## src/json_string_escaper_assert.svh

```systemverilog
// Assertion macros shared by the escaper's modules.
// All checks sample on the rising edge of i_clk.
`ifndef JSON_STRING_ESCAPER_ASSERT_SVH
`define JSON_STRING_ESCAPER_ASSERT_SVH

// Check that is switched off while reset is held.
`define JSE_ASSERT(name, prop) \
    name: assert property (@(posedge i_clk) disable iff (!i_rst_n) prop) \
    else $error("%m: check failed");

// Check that also holds across reset.
`define JSE_ASSERT_ALWAYS(name, prop) \
    name: assert property (@(posedge i_clk) prop) \
    else $error("%m: check failed");

`endif

```

## src/jse_pkg.sv

```systemverilog
package jse_pkg;

    localparam logic [7:0] QUOTE_CHAR  = 8'h22;
    localparam logic [7:0] BSLASH_CHAR = 8'h5C;
    localparam logic [7:0] U_CHAR      = 8'h75;
    localparam logic [7:0] ZERO_CHAR   = 8'h30;
    localparam logic [7:0] LOWER_A     = 8'h61;
    localparam logic [7:0] CTRL_LIMIT  = 8'd32;
    localparam logic [3:0] NIBBLE_MASK = 4'd15;
    localparam logic [3:0] DIGIT_LIMIT = 4'd10;

    // Descriptor queue between classifier and emitter.
    localparam int QUEUE_DEPTH = 4;
    localparam int QUEUE_AW    = $clog2(QUEUE_DEPTH);
    localparam int QUEUE_CW    = $clog2(QUEUE_DEPTH + 1);

    // Longest output run of one item: quote, six-byte escape, quote.
    localparam int RUN_MAX = 8;
    localparam int POS_W   = $clog2(RUN_MAX);
    localparam int LEN_W   = $clog2(RUN_MAX + 1);

    typedef enum logic [1:0] {
        KIND_NONE,
        KIND_PLAIN,
        KIND_SHORT,
        KIND_UNICODE
    } t_kind;

    // One classified input item. For KIND_SHORT, data holds the second
    // character of the escape; otherwise it holds the raw byte.
    typedef struct packed {
        logic       start_q;
        logic       end_q;
        t_kind      kind;
        logic [7:0] data;
    } t_item;

    function automatic logic [7:0] hex_digit(input logic [3:0] nib);
        logic [3:0] n;
        n = nib & NIBBLE_MASK;
        if (n < DIGIT_LIMIT) begin
            return ZERO_CHAR + {4'd0, n};
        end
        return LOWER_A + {4'd0, n - DIGIT_LIMIT};
    endfunction

endpackage

```

## src/jse_front.sv

```systemverilog
// Classifies each incoming byte into an escape kind and queues the
// descriptor. Items that produce no output are accepted and dropped here.
module jse_front
    import jse_pkg::*;
(
    input  logic       i_s_tvalid,
    input  logic [7:0] i_s_tdata,
    input  logic [1:0] i_s_tuser,
    input  logic       i_s_tlast,
    input  logic       i_full,
    output logic       o_s_tready,
    output logic       o_push,
    output t_item      o_item
);

    logic [7:0] w_byte;
    logic       w_has;
    t_kind      w_kind;
    logic [7:0] w_data;

    assign w_byte = i_s_tdata;
    assign w_has  = i_s_tuser[0];

    always_comb begin
        w_kind = KIND_PLAIN;
        w_data = w_byte;
        case (w_byte)
            8'h5C: begin
                w_kind = KIND_SHORT;
                w_data = 8'h5C;
            end
            8'h22: begin
                w_kind = KIND_SHORT;
                w_data = 8'h22;
            end
            8'h0A: begin
                w_kind = KIND_SHORT;
                w_data = 8'h6E;
            end
            8'h09: begin
                w_kind = KIND_SHORT;
                w_data = 8'h74;
            end
            8'h0D: begin
                w_kind = KIND_SHORT;
                w_data = 8'h72;
            end
            8'h0C: begin
                w_kind = KIND_SHORT;
                w_data = 8'h66;
            end
            8'h08: begin
                w_kind = KIND_SHORT;
                w_data = 8'h62;
            end
            default: begin
                if (w_byte < CTRL_LIMIT) begin
                    w_kind = KIND_UNICODE;
                end
            end
        endcase
        if (!w_has) begin
            w_kind = KIND_NONE;
        end
    end

    assign o_s_tready     = !i_full;
    assign o_item.start_q = i_s_tuser[1];
    assign o_item.end_q   = i_s_tlast;
    assign o_item.kind    = w_kind;
    assign o_item.data    = w_data;

    // An item with no byte and no quote flag leaves nothing to emit.
    assign o_push = i_s_tvalid && !i_full &&
                    (w_has || i_s_tuser[1] || i_s_tlast);

endmodule

```

## src/jse_queue.sv

```systemverilog
`include "json_string_escaper_assert.svh"

module jse_queue
    import jse_pkg::*;
(
    input  logic  i_clk,
    input  logic  i_rst_n,
    input  logic  i_push,
    input  t_item i_item,
    input  logic  i_pop,
    output logic  o_full,
    output logic  o_empty,
    output t_item o_head
);

    t_item                r_mem [QUEUE_DEPTH];
    logic [QUEUE_AW-1:0]  r_wr_ptr;
    logic [QUEUE_AW-1:0]  r_rd_ptr;
    logic [QUEUE_CW-1:0]  r_count;
    logic [QUEUE_AW-1:0]  n_wr_ptr;
    logic [QUEUE_AW-1:0]  n_rd_ptr;
    logic [QUEUE_CW-1:0]  n_count;

    assign o_full  = (r_count == QUEUE_CW'(QUEUE_DEPTH));
    assign o_empty = (r_count == '0);
    assign o_head  = r_mem[r_rd_ptr];

    always_comb begin
        n_wr_ptr = i_push ? r_wr_ptr + 1'b1 : r_wr_ptr;
        n_rd_ptr = i_pop ? r_rd_ptr + 1'b1 : r_rd_ptr;
        n_count  = r_count;
        if (i_push && !i_pop) begin
            n_count = r_count + 1'b1;
        end else if (!i_push && i_pop) begin
            n_count = r_count - 1'b1;
        end
    end

    always_ff @(posedge i_clk) begin
        if (!i_rst_n) begin
            r_wr_ptr <= '0;
            r_rd_ptr <= '0;
            r_count  <= '0;
        end else begin
            r_wr_ptr <= n_wr_ptr;
            r_rd_ptr <= n_rd_ptr;
            r_count  <= n_count;
        end
    end

    always_ff @(posedge i_clk) begin
        if (i_push) begin
            r_mem[r_wr_ptr] <= i_item;
        end
    end

    `JSE_ASSERT(a_no_overflow, i_push |-> !o_full)
    `JSE_ASSERT(a_no_underflow, i_pop |-> !o_empty)
    `JSE_ASSERT(a_ptr_count, (r_wr_ptr - r_rd_ptr) == r_count[QUEUE_AW-1:0])

endmodule

```

## src/jse_back.sv

```systemverilog
`include "json_string_escaper_assert.svh"

// Walks the head descriptor one output byte per cycle into an output
// register when not stalled, and pops it with the byte that ends its run.
module jse_back
    import jse_pkg::*;
(
    input  logic       i_clk,
    input  logic       i_rst_n,
    input  logic       i_empty,
    input  t_item      i_head,
    input  logic       i_m_tready,
    output logic       o_pop,
    output logic       o_m_tvalid,
    output logic [7:0] o_m_tdata,
    output logic       o_m_tlast
);

    logic [POS_W-1:0] r_pos;
    logic [POS_W-1:0] n_pos;
    logic             r_valid;
    logic             n_valid;
    logic [7:0]       r_byte;
    logic             r_last;

    logic [LEN_W-1:0] w_len;
    logic [LEN_W-1:0] w_total;
    logic [LEN_W-1:0] w_p;
    logic [LEN_W-1:0] w_q;
    logic [7:0]       w_byte;
    logic             w_last;
    logic             w_load;
    logic             w_emit;

    function automatic logic [7:0] esc_byte(input t_item it, input logic [LEN_W-1:0] q);
        logic [7:0] b;
        b = it.data;
        case (it.kind)
            KIND_SHORT: begin
                if (q == '0) begin
                    b = BSLASH_CHAR;
                end
            end
            KIND_UNICODE: begin
                case (q)
                    LEN_W'(0): b = BSLASH_CHAR;
                    LEN_W'(1): b = U_CHAR;
                    LEN_W'(2): b = ZERO_CHAR;
                    LEN_W'(3): b = ZERO_CHAR;
                    LEN_W'(4): b = hex_digit(it.data[7:4]);
                    default:   b = hex_digit(it.data[3:0]);
                endcase
            end
            default: b = it.data;
        endcase
        return b;
    endfunction

    always_comb begin
        case (i_head.kind)
            KIND_PLAIN:   w_len = LEN_W'(1);
            KIND_SHORT:   w_len = LEN_W'(2);
            KIND_UNICODE: w_len = LEN_W'(6);
            default:      w_len = '0;
        endcase
        w_total = w_len + LEN_W'(i_head.start_q) + LEN_W'(i_head.end_q);
        w_p     = LEN_W'(r_pos);
        w_q     = w_p - LEN_W'(i_head.start_q);
        if (i_head.start_q && (w_p == '0)) begin
            w_byte = QUOTE_CHAR;
        end else if (w_q < w_len) begin
            w_byte = esc_byte(i_head, w_q);
        end else begin
            w_byte = QUOTE_CHAR;
        end
        w_last = (w_p == w_total - 1'b1);
    end

    assign w_load = !r_valid || i_m_tready;
    assign w_emit = w_load && !i_empty;
    assign o_pop  = w_emit && w_last;

    always_comb begin
        n_pos = r_pos;
        if (o_pop) begin
            n_pos = '0;
        end else if (w_emit) begin
            n_pos = r_pos + 1'b1;
        end
        n_valid = r_valid;
        if (w_load) begin
            n_valid = w_emit;
        end
    end

    always_ff @(posedge i_clk) begin
        if (!i_rst_n) begin
            r_pos   <= '0;
            r_valid <= 1'b0;
        end else begin
            r_pos   <= n_pos;
            r_valid <= n_valid;
        end
    end

    always_ff @(posedge i_clk) begin
        if (w_emit) begin
            r_byte <= w_byte;
            r_last <= w_last;
        end
    end

    assign o_m_tvalid = r_valid;
    assign o_m_tdata  = r_byte;
    assign o_m_tlast  = r_last;

    `JSE_ASSERT(a_pos_in_run, !i_empty |-> (w_p < w_total))
    `JSE_ASSERT(a_pos_idle, i_empty |-> (r_pos == '0))
    `JSE_ASSERT_ALWAYS(a_reset_idle, !i_rst_n |=> (!r_valid && (r_pos == '0)))

endmodule

```

## src/json_string_escaper.sv

```systemverilog
// JSON string escaper: takes one string byte per request and sends out its
// JSON text, with an opening quote when s_tuser[1] is set and a closing
// quote when s_tlast is set. Quote, backslash, newline, tab, carriage
// return, form feed and backspace become two-byte escapes, other control
// bytes become a six-byte \u00xx escape, everything else passes through.
// Each output request carries one byte, and m_tlast marks the final byte
// caused by an input request. An input request produces one to eight
// bytes; the output register sends one byte per cycle while m_tready
// allows, so plain bytes stream at one per cycle when not stalled. A
// four-entry descriptor queue between classifier and emitter absorbs
// short stalls on either side. Requests with no byte and no quote flag
// produce nothing and are taken without delay while the queue has room.
module json_string_escaper
    import jse_pkg::*;
(
    input  logic       i_clk,
    input  logic       i_rst_n,
    input  logic       s_tvalid,
    output logic       s_tready,
    input  logic [7:0] s_tdata,   // [7:0] in_byte
    input  logic [1:0] s_tuser,   // [0] has_byte, [1] string_start
    input  logic       s_tlast,   // string_end
    output logic       m_tvalid,
    input  logic       m_tready,
    output logic [7:0] m_tdata,   // [7:0] out_byte
    output logic       m_tlast    // last_of_run
);

    logic  w_push;
    logic  w_pop;
    logic  w_full;
    logic  w_empty;
    t_item w_item;
    t_item w_head;

    jse_front u_front (
        .i_s_tvalid (s_tvalid),
        .i_s_tdata  (s_tdata),
        .i_s_tuser  (s_tuser),
        .i_s_tlast  (s_tlast),
        .i_full     (w_full),
        .o_s_tready (s_tready),
        .o_push     (w_push),
        .o_item     (w_item)
    );

    jse_queue u_queue (
        .i_clk   (i_clk),
        .i_rst_n (i_rst_n),
        .i_push  (w_push),
        .i_item  (w_item),
        .i_pop   (w_pop),
        .o_full  (w_full),
        .o_empty (w_empty),
        .o_head  (w_head)
    );

    jse_back u_back (
        .i_clk      (i_clk),
        .i_rst_n    (i_rst_n),
        .i_empty    (w_empty),
        .i_head     (w_head),
        .i_m_tready (m_tready),
        .o_pop      (w_pop),
        .o_m_tvalid (m_tvalid),
        .o_m_tdata  (m_tdata),
        .o_m_tlast  (m_tlast)
    );

endmodule
```

## config.mk

```make
export PLATFORM = sky130hd
export DESIGN_NAME = json_string_escaper
export DESIGN_NICKNAME = d
export VERILOG_FILES = /design/src/jse_pkg.sv /design/src/jse_front.sv /design/src/jse_queue.sv /design/src/jse_back.sv /design/src/json_string_escaper.sv
export VERILOG_INCLUDE_DIRS = /design/src /design/src/src
export SDC_FILE = /design/constraint.sdc
export NUM_CORES = 1
export LEC_CHECK = 0
export ABC_AREA = 1
export BUFFER_PORTS_ARGS = -buffer_cell sky130_fd_sc_hd__buf_2
export CAP_MARGIN = 10
export CELL_PAD_IN_SITES_DETAIL_PLACEMENT = 1
export CELL_PAD_IN_SITES_GLOBAL_PLACEMENT = 1
export CORE_ASPECT_RATIO = 1.5
export CORE_MARGIN = 2
export CORE_UTILIZATION = 49
export CTS_BUF_LIST = sky130_fd_sc_hd__clkbuf_4 sky130_fd_sc_hd__clkbuf_8
export DETAILED_ROUTE_END_ITERATION = 6
export GPL_ROUTABILITY_DRIVEN = 1
export PLACE_DENSITY = 0.88
export SLEW_MARGIN = 20
export SYNTH_ARGS = -nofsm -noshare
export SYNTH_HDL_FRONTEND = slang
export SYNTH_HIERARCHICAL = 1
export SYNTH_SLANG_ARGS = --single-unit
```

## constraint.sdc

```tcl
create_clock -name i_clk -period 5 [get_ports i_clk]
set_input_delay 0.75 -clock i_clk [delete_from_list [all_inputs] [get_ports i_clk]]
set_output_delay 0.75 -clock i_clk [all_outputs]
set_load 0.05 [all_outputs]
```

* Word-level counts from Yosys, hierarchy flattened *
Memory sizes are Yosys's and may differ from the RTL's. A register that Yosys moved wholly into a read port is not among the register bits.
Index checks and enable logic that the tools add are counted.

storage, ports and cells
  bits of input ports = 15
  memory bits (writable) = 48
  memories = 1
  bits in registers = 20

memory list
  memory         depth  width  read ports  clocked after Yosys merged registers in  wr ports  line             source
  u_queue.r_mem  4      12     1           1                                        1         jse_queue.sv:16  t_item r_mem [QUEUE_DEPTH];

operators by class
  $lt $le $gt $ge = 4
  reductions and logical operators = 24
  add/sub/neg operators = 15
  muxes and demuxes = 28
  eq/ne operators = 16
  bitwise gates (word level) = 2

operators by type and width
  operator                                                                       count
  8-bit one-hot mux with 7 select lines                                          1
  8-bit by 4-bit == test with 1-bit output (second input constant)               5
  8-bit two-way mux                                                              5
  8-bit one-hot mux with 4 select lines                                          1
  7-bit by 4-bit adder with 8-bit output (first input constant)                  2
  8-bit one-hot mux with 2 select lines                                          1
  6-bit by 4-bit adder with 7-bit output (first input constant)                  2
  1-bit two-way mux                                                              12
  2-bit two-way mux                                                              5
  3-bit one-hot mux with 3 select lines                                          1
  4-bit by 2-bit == test with 1-bit output (second input constant)               2
  8-bit by 6-bit == test with 1-bit output (second input constant)               1
  8-bit by 7-bit == test with 1-bit output (second input constant)               1
  4-bit less-than comparator (second input constant)                             2
  8-bit by 6-bit less-than comparator with 1-bit output (second input constant)  1
  4-bit subtractor (second input constant)                                       2
  1-bit logical AND                                                              7
  7-bit OR reduction                                                             1
  3-bit by 1-bit adder with 3-bit output (second input constant)                 2
  3-bit logical NOT                                                              2
  3-bit two-way mux                                                              2
  2-bit OR reduction                                                             3
  1-bit logical NOT                                                              5
  5-bit OR reduction                                                             1
  17 further kinds                                                               22

* Logic depth before layout (Yosys ltp) *
Gate-level depths: netlist (run 1).

  depth after elaboration = 10
  depth in mapped cells = 24
  depth with buffers taken out = 23

* Hierarchy *
The synthesis (run 1) kept the hierarchy.

by module, submodules not included
  module     sequential area each (um^2)  cells an instance  instances  area each (um^2)
  jse_queue  1621.6                       174                1          2224.6
  jse_back   350.3                        184                1          1331.3
  jse_front  0.0                          65                 1          356.6

* Least setup slack after synthesis (run 1) *
Ideal clock, no wire load.

  kind = register to register
  start point = register with a tool-made name
  end point = register u_queue.r_count[1]
  path buffers = 1
  data required time = 4884 ps
  cell stages (with the launch flop) = 21
  arrival = 3357 ps
  library setup time = 116 ps
  slack = 1527 ps
  cells stage by stage = dfxtp_1 -> inv_2 -> buf_6 -> nor2_1 -> o22ai_1 -> inv_1 -> nand2_1 -> ha_1 -> inv_1 -> ha_1 -> fa_1 -> xnor2_1 -> xor2_1 -> nand4_1 -> inv_1 -> inv_1 -> ha_1 -> inv_1 -> fa_1 -> o21ai_0 -> nor2_1

RTL lines
  what                  line             source
  to (signal assigned)  jse_queue.sv:47  r_count <= n_count;
  to (decl)             jse_queue.sv:19  logic [QUEUE_CW-1:0] r_count;

==> results of run 1 <==
## per-layer routing
| layer | track usage (%) | share of wire, % | vias to the layer above |
|---|---|---|---|
| li1 | - | - | 1480 |
| met1 | 24.55 | 37 | 1508 |
| met2 | 47.89 | 57 | 55 |
| met3 | 3.323 | 2.5 | 21 |
| met4 | 12.97 | 3.3 | 0 |
| met5 | 0 | 0 | - |
## cell families after synthesis
kind of cell             after synthesis  synth area share, %
flip-flops                            70                50.40
AO/OA/AOI/OAI                         74                10.55
AND/OR/NAND/NOR                      179                22.29
adder cells (fa/ha/maj)               22                7.419
buffers and inverters                 70                7.547
XOR/XNOR                               8                1.791
## worst max-delay path by stage
stage,start,to,cells after the start
after floorplan,flip-flop,u_queue/r_count[1]$_SDFFE_PN0P_,20
after global placement,flip-flop,u_queue/r_count[1]$_SDFFE_PN0P_,20
after detailed placement,flip-flop,u_queue/r_count[2]$_SDFFE_PN0P_,24
after CTS,flip-flop,u_queue/r_count[2]$_SDFFE_PN0P_,24
after global routing,flip-flop,u_queue/r_count[2]$_SDFFE_PN0P_,24
final,flip-flop,u_queue/r_count[2]$_SDFFE_PN0P_,24
## cell usage after synthesis
cell,count
sky130_fd_sc_hd__nor3_1,5
sky130_fd_sc_hd__buf_6,2
sky130_fd_sc_hd__nor2_8,1
sky130_fd_sc_hd__nor2_4,2
sky130_fd_sc_hd__o21ai_1,17
sky130_fd_sc_hd__nor2_2,3
sky130_fd_sc_hd__nand3_4,1
sky130_fd_sc_hd__nor2_1,44
sky130_fd_sc_hd__a31oi_1,1
sky130_fd_sc_hd__buf_2,2
sky130_fd_sc_hd__nand2_1,70
sky130_fd_sc_hd__ha_1,20
sky130_fd_sc_hd__xor2_1,5
sky130_fd_sc_hd__inv_1,48
sky130_fd_sc_hd__and3_1,1
sky130_fd_sc_hd__nand2_4,5
sky130_fd_sc_hd__dfxtp_1,13
sky130_fd_sc_hd__a21boi_0,1
sky130_fd_sc_hd__nand4_1,7
sky130_fd_sc_hd__clkbuf_1,1
sky130_fd_sc_hd__xnor2_1,3
sky130_fd_sc_hd__or2_2,2
sky130_fd_sc_hd__nand3_1,26
sky130_fd_sc_hd__nand3_2,2
sky130_fd_sc_hd__inv_2,12
sky130_fd_sc_hd__fa_1,2
sky130_fd_sc_hd__nand3b_1,2
sky130_fd_sc_hd__buf_4,4
sky130_fd_sc_hd__edfxtp_1,57
sky130_fd_sc_hd__a21oi_2,3
sky130_fd_sc_hd__nor4_2,1
sky130_fd_sc_hd__o21ai_2,2
sky130_fd_sc_hd__nand2_2,7
sky130_fd_sc_hd__o21ai_0,22
sky130_fd_sc_hd__clkinv_1,1
sky130_fd_sc_hd__o22ai_1,12
sky130_fd_sc_hd__a21oi_1,15
sky130_fd_sc_hd__o311a_1,1
## worst max-delay path, delay by kind of cell, from the launching register on
kind / cells / cell delay, ns
adder cells (fa/ha/maj): 5 / 1.59
buffers and inverters: 9 / 1.14
AND/OR/NAND/NOR: 7 / 0.61
AO/OA/AOI/OAI: 2 / 0.50
flip-flops: 1 / 0.32
XOR/XNOR: 1 / 0.17
## power breakdown
group	total, mW	leakage (nW)	switching (mW)	internal (mW)
clock network	0.440	0.0964	0.214	0.226
registers	0.820	0.633	0.0518	0.768
logic	1.45	1.14	1.01	0.437
## registers in the layout, summed over array words and instances (netlist names), named ones only
signal,flops
u_queue/r_wr_ptr,2
u_queue/r_mem,48
u_back/o_m_tlast,1
u_queue/r_rd_ptr,2
u_back/o_m_tdata,8
u_back/r_pos,3
u_back/o_m_tvalid,1
u_queue/r_count,3
## cells in the final DEF, fill, tap and decap left out, types with 2 or more instances in the layout
master and instances:
sky130_fd_sc_hd__nor2_2 3, sky130_fd_sc_hd__o21ai_0 22, sky130_fd_sc_hd__nand2_2 7, sky130_fd_sc_hd__inv_2 12, sky130_fd_sc_hd__a21oi_2 3, sky130_fd_sc_hd__clkinv_2 3, sky130_fd_sc_hd__xnor2_1 3, sky130_fd_sc_hd__nand3_1 26
sky130_fd_sc_hd__o21ai_2 2, sky130_fd_sc_hd__buf_4 2, sky130_fd_sc_hd__inv_1 48, sky130_fd_sc_hd__nor3_1 5, sky130_fd_sc_hd__nand2_4 5, sky130_fd_sc_hd__ha_1 20, sky130_fd_sc_hd__nand3_2 2, sky130_fd_sc_hd__xor2_1 5
sky130_fd_sc_hd__buf_2 25, sky130_fd_sc_hd__clkinv_1 2, sky130_fd_sc_hd__nor2_4 2, sky130_fd_sc_hd__or2_2 2, sky130_fd_sc_hd__clkbuf_8 9, sky130_fd_sc_hd__nand4_1 7, sky130_fd_sc_hd__dfxtp_1 13, sky130_fd_sc_hd__o22ai_1 12
sky130_fd_sc_hd__nand3b_1 2, sky130_fd_sc_hd__nand2_1 70, sky130_fd_sc_hd__nor2_1 44, sky130_fd_sc_hd__fa_1 2, sky130_fd_sc_hd__o21ai_1 17, sky130_fd_sc_hd__a21oi_1 15, sky130_fd_sc_hd__edfxtp_1 57
## through the flow
stage | power (mW) | utilization, % | hold WS [ns]
after detailed placement | 2.234 | 53.70 | 0.4652
after global routing | 2.917 | 56.17 | 0.4831
after global placement | 2.129 | 53.70 | 0.4310
after floorplan | 1.915 | - | 0.4115
final | 2.710 | 56.17 | 0.4819
after CTS | 2.724 | 56.17 | 0.4794
## final cells by class
class	instances	area [um2]
clock buffer	9	123.9
clock inverter	7	65.06
fill	929	3358
inverter	61	229.0
multi-input combinational	283	1645
sequential	70	1972
tap	102	127.6
timing repair buffer	27	140.1
==> results.sh, run 1 <==
export IMPL_run_status="finished clean"
export IMPL_drc_errors=0
export IMPL_syn_inst=423
export IMPL_initial_utilization_pct=51.07
export IMPL_initial_antenna_violation_count=0
export IMPL_critPathSlowestCell="sky130_fd_sc_hd__fa_1"
export IMPL_timing_reg2reg_worst_path_depth=24
export IMPL_grt_pass1_vias=3309
export IMPL_grt_remaining_overflow=0
export IMPL_cts_repair_resize_count=0
export IMPL_dp_hpwl_mm=7.458
export IMPL_power_static_leakage_nw=1.874
export IMPL_clock_net_sink_count=70
export IMPL_final_cells=559
export IMPL_placement_setup_worst_slack_ns=0.7909
export IMPL_reg2reg_setup_slack_ns=0.56
export IMPL_clock_skew_ns=0.01113
export IMPL_vias=3064
export IMPL_seq_area_frac_synth_pct=50.40
export IMPL_grt_util_all_layers_pct=24.44
export IMPL_synth_nets=460
export IMPL_final_layout_size_suffix_gt1_share_pct=18.16
export IMPL_crit_arrival_ns=4.70
export IMPL_max_slew_worst_pin_slew_ns=0.5613
export IMPL_vias_per_cell=5.481
export IMPL_setup_worst_path_start_class="flip-flop"
export IMPL_n_antenna_cell=0
export IMPL_cts_path_max_buffers=2
export IMPL_finalCritPeriodShare_pct=88.81
export IMPL_synthesis_stage_register_bit_count=70
export IMPL_maxClockFrequency_mhz=225.2
export IMPL_die_w_um=76.96
export IMPL_postCtsHoldBufs=0
export IMPL_whs_path_depth=1
export IMPL_end_kind="flip-flop"
export IMPL_ir_drop_uv=306.5
export IMPL_die_area_um2=8730
export IMPL_rows=39
export IMPL_timing_final_ws_setup_ns=0.5596
export IMPL_cts_reportedPaths_clkPinSlew_ns=0.08
export IMPL_critPathMaxFanout=25
export IMPL_min_delay_start="u_queue/r_rd_ptr[1]$_SDFFE_PN0P_"
export IMPL_fp_coreArea_um2=7661
export IMPL_regToRegEndpoint="u_queue/r_count[2]$_SDFFE_PN0P_"
export IMPL_gp_routability_congestion=0.8922
export IMPL_drt_iter0_drc=133
export IMPL_crit_path_required_time_ns=5.26
export IMPL_synth_lib_cells_used_distinct=38
export IMPL_synth_top_cells_by_area="sky130_fd_sc_hd__edfxtp_1 44%, sky130_fd_sc_hd__nand2_1 6.7%, sky130_fd_sc_hd__dfxtp_1 6.7%"
export IMPL_die_h_um=113.4
export IMPL_hold_path_class="flip-flop to flip-flop"
export IMPL_cts_root_buf="sky130_fd_sc_hd__clkbuf_8"
export IMPL_drt_antenna_violating_nets=0
export IMPL_finish_net_count=489
export IMPL_design_portCount=26
export IMPL_cts_post_setup_buffers_inserted=0
export IMPL_finish_instance_area_um2=4303
export IMPL_largest_net_degree_at_the_start_of_global_routing=26
export IMPL_rsz_0062_raised_after_global_routing="no"
export IMPL_path_cells="buf_4 > inv_2 > o21ai_0 > o22ai_1 > inv_1 > nand2_1 > ha_1 > inv_1 > ha_1 > fa_1 > xor2_1 > nor2_1 > nand4_1 > inv_1 > inv_1 > ha_1 > inv_1 > fa_1 > inv_1 > nand2_1 > nand3_1 > nand2_1 > inv_1 > nor2_1"
export IMPL_numPortBuffers=25
export IMPL_maxSlewHeadroom_pct=62.54
export IMPL_critical_path_max_stage_delay_ns=0.50
export IMPL_insertion_delay_to_the_later_sink_of_the_worst_skew_pair_ns=0.36
export IMPL_grt_first_pass_wirelength_mm=16.30
export IMPL_cts_tree="yes"
export IMPL_route_detailed_wl_per_inst_um=17.87
export IMPL_drv_slew=0
export IMPL_dpl_cell_count=543
export IMPL_power_density_cell_area_nw_per_um2=629.8
export IMPL_post_route_min_period_ns=4.440
export IMPL_tritoncts_num_buffers=9
export IMPL_synthesis_area_per_instance_um2=9.249
export IMPL_final_setup_viol_count=0
export IMPL_netlist_area_leader_share_pct=43.75
export IMPL_cts_htree_levels=3
export IMPL_final_wirelength_mm=9.991
export IMPL_count_of_final_hold_check_violations=0
export IMPL_synthToLayoutAreaGrowth_pct=9.978
export IMPL_crit_top_cell="sky130_fd_sc_hd__inv_1"
export IMPL_drt_pass1_iterations=5
export IMPL_synthesis_area_um2=3913
export IMPL_criticalPathCategory="flip-flop to flip-flop"
export IMPL_ys_warn_count=6
export IMPL_cap_viol_max_count=0
export IMPL_timing_setup_tns_ns=0
export IMPL_yosysTopAreaCell="sky130_fd_sc_hd__edfxtp_1"
export IMPL_placed_cell_area_um2=4114
Note: power is estimated with default switching activity, not from simulation.
==> inputs of run 2 (changes only) <==
- RECOVER_POWER: default -> 100
==> run 2 against run 1 <==
Effect of this change:
- clock skew barely moved
- largest cell class unchanged
- largest power group unchanged
- critical path depth is 4 lower
- global-route usage did not move
==> results.sh, run 2 (synthesis gave the netlist of run 1 again) <==
export IMPL_grt_first_pass_wirelength_mm=16.30
export IMPL_maxSlewHeadroom_pct=46.29
export IMPL_cap_viol_max_count=0
export IMPL_n_antenna_cell=0
export IMPL_seq_power_share_pct=30.7
export IMPL_largest_reg_flops=48
export IMPL_cts_post_setup_buffers_inserted=0
export IMPL_maxClockFrequency_mhz=223.5
export IMPL_grt_remaining_overflow=0
export IMPL_dpl_cell_count=543
export IMPL_power_frac_comb_pct=52.8
export IMPL_grt_util_all_layers_pct=24.44
export IMPL_max_slew_worst_pin_slew_ns=0.7972
export IMPL_dp_hpwl_mm=7.458
export IMPL_die_h_um=113.4
export IMPL_drt_antenna_violating_nets=0
export IMPL_insertion_delay_to_the_later_sink_of_the_worst_skew_pair_ns=0.36
export IMPL_drt_pass1_iterations=4
export IMPL_power_frac_clock_pct=16.5
export IMPL_grt_pass1_vias=3309
export IMPL_cts_root_buf="sky130_fd_sc_hd__clkbuf_8"
export IMPL_design_portCount=26
export IMPL_timing_reg2reg_worst_path_depth=20
export IMPL_critPathMaxFanout=25
export IMPL_end_kind="flip-flop"
export IMPL_gp_routability_congestion=0.8922
export IMPL_largest_net_degree_at_the_start_of_global_routing=26
export IMPL_final_cells=559
export IMPL_vias=3069
export IMPL_drt_iter0_drc=118
export IMPL_hold_path_class="flip-flop to flip-flop"
export IMPL_initial_utilization_pct=51.07
export IMPL_finalCritPeriodShare_pct=89.48
export IMPL_top_register="u_queue/r_mem"
export IMPL_run_status="finished clean"
export IMPL_vias_per_cell=5.490
export IMPL_p_sw_share_pct=47.40
export IMPL_tritoncts_num_buffers=9
export IMPL_postCtsHoldBufs=0
export IMPL_rsz_0062_raised_after_global_routing="no"
export IMPL_cts_reportedPaths_clkPinSlew_ns=0.08
export IMPL_die_w_um=76.96
export IMPL_clock_skew_ns=0.01090
export IMPL_final_wirelength_mm=10.05
export IMPL_endpoint="u_queue/r_count[1]$_SDFFE_PN0P_"
export IMPL_total_switching_power_mw=1.268
export IMPL_die_area_um2=8730
export IMPL_numPortBuffers=25
export IMPL_power_static_leakage_nw=1.798
export IMPL_crit_path_required_time_ns=5.26
export IMPL_synthToLayoutAreaGrowth_pct=7.867
export IMPL_count_of_final_hold_check_violations=0
export IMPL_final_layout_size_suffix_gt1_share_pct=12.25
export IMPL_fp_coreArea_um2=7661
export IMPL_ir_drop_uv=307.4
export IMPL_post_route_min_period_ns=4.474
export IMPL_criticalPathCategory="flip-flop to flip-flop"
export IMPL_regToRegEndpoint="u_queue/r_count[1]$_SDFFE_PN0P_"
export IMPL_power_density_cell_area_nw_per_um2=633.7
export IMPL_layout_commonest_cell="sky130_fd_sc_hd__nand2_1"
export IMPL_final_setup_viol_count=0
export IMPL_initial_antenna_violation_count=0
export IMPL_timing_setup_tns_ns=0
export IMPL_power_report_internal_total_mw=1.407
export IMPL_cts_repair_resize_count=0
export IMPL_clock_net_sink_count=70
export IMPL_finish_net_count=489
export IMPL_crit_arrival_ns=4.73
export IMPL_cts_path_max_buffers=2
export IMPL_cts_tree="yes"
export IMPL_drv_slew=0
export IMPL_rows=39
export IMPL_route_detailed_wl_per_inst_um=17.99
export IMPL_cts_htree_levels=3
export IMPL_min_delay_start="u_back/o_m_tvalid$_SDFFE_PN0N_"
export IMPL_final_cell_mix="76 x sky130_fd_sc_hd__nand2_1, 57 x sky130_fd_sc_hd__edfxtp_1, 49 x sky130_fd_sc_hd__inv_1"
export IMPL_fin_hold_ws_ns=0.4977
export IMPL_setup_worst_path_start_class="flip-flop"
export IMPL_drc_errors=0
export IMPL_reg2reg_setup_slack_ns=0.53
run 2: worst min path at each step:
stage                                            end  cells after the start  slack (ns)
global route        u_queue/r_rd_ptr[1]$_SDFFE_PN0P_                      1        0.48
CTS                 u_queue/r_rd_ptr[1]$_SDFFE_PN0P_                      1        0.48
floorplan                                  flip-flop                      1        0.41
finish                u_back/o_m_tvalid$_SDFFE_PN0N_                      2        0.50
global placement    u_queue/r_rd_ptr[1]$_SDFFE_PN0P_                      1        0.43
detailed placement                         flip-flop                      1        0.47
run 2: cell type report:
type | count | area (um2)
multi-input combinational | 283 | 1584
timing repair buffer | 27 | 118.9
fill | 945 | 3441
inverter | 61 | 229.0
clock inverter | 7 | 65.06
sequential | 70 | 1972
tap | 102 | 127.6
clock buffer | 9 | 123.9
run 2: worst max-delay path, stage by stage (launching register included):
cell and delay, ns:
sky130_fd_sc_hd__dfxtp_1 0.32, sky130_fd_sc_hd__buf_4 0.26, sky130_fd_sc_hd__inv_2 0.22, sky130_fd_sc_hd__o21ai_0 0.32, sky130_fd_sc_hd__o22ai_1 0.20, sky130_fd_sc_hd__inv_1 0.23, sky130_fd_sc_hd__nand2_1 0.11, sky130_fd_sc_hd__ha_1 0.30
sky130_fd_sc_hd__inv_1 0.04, sky130_fd_sc_hd__ha_1 0.21, sky130_fd_sc_hd__fa_1 0.38, sky130_fd_sc_hd__xnor2_1 0.18, sky130_fd_sc_hd__xor2_1 0.24, sky130_fd_sc_hd__nand4_1 0.19, sky130_fd_sc_hd__inv_1 0.18, sky130_fd_sc_hd__inv_1 0.06
sky130_fd_sc_hd__ha_1 0.20, sky130_fd_sc_hd__inv_1 0.11, sky130_fd_sc_hd__fa_1 0.41, sky130_fd_sc_hd__o21ai_0 0.16, sky130_fd_sc_hd__nor2_1 0.05
run 2: power groups by stage:
| stage | clock [mW] | combinational (mW) | sequential (mW) |
|---|---|---|---|
| final | 0.441 | 1.41 | 0.822 |
| after global routing | 0.466 | 1.58 | 0.832 |
| after CTS | 0.450 | 1.45 | 0.821 |
| after detailed placement | 0 | 1.40 | 0.833 |
| after global placement | 0 | 1.31 | 0.822 |
| after floorplan | 0 | 0.955 | 0.960 |
run 2: stage by stage:
step / setup WS (ns) / area, um2 / power (mW) / util [%]
2_1_floorplan: 1.527 / 3913 / 1.915 / -
3_3_place_gp: 1.176 / 4114 / 2.129 / 53.70
3_5_place_dp: 0.7909 / 4114 / 2.234 / 53.70
4_1_cts: 0.5677 / 4303 / 2.724 / 56.17
5_1_grt: 0.2337 / 4220 / 2.878 / 55.09
6_report: 0.5259 / 4220 / 2.675 / 55.09
run 2: layer usage:
metal	routed length (um)	GRT usage [%]	part of all wire, %
met3	278	3.323	2.8
met1	3732	24.55	37
met2	5753	47.89	57
met4	290	12.97	2.9
met5	0	0	0
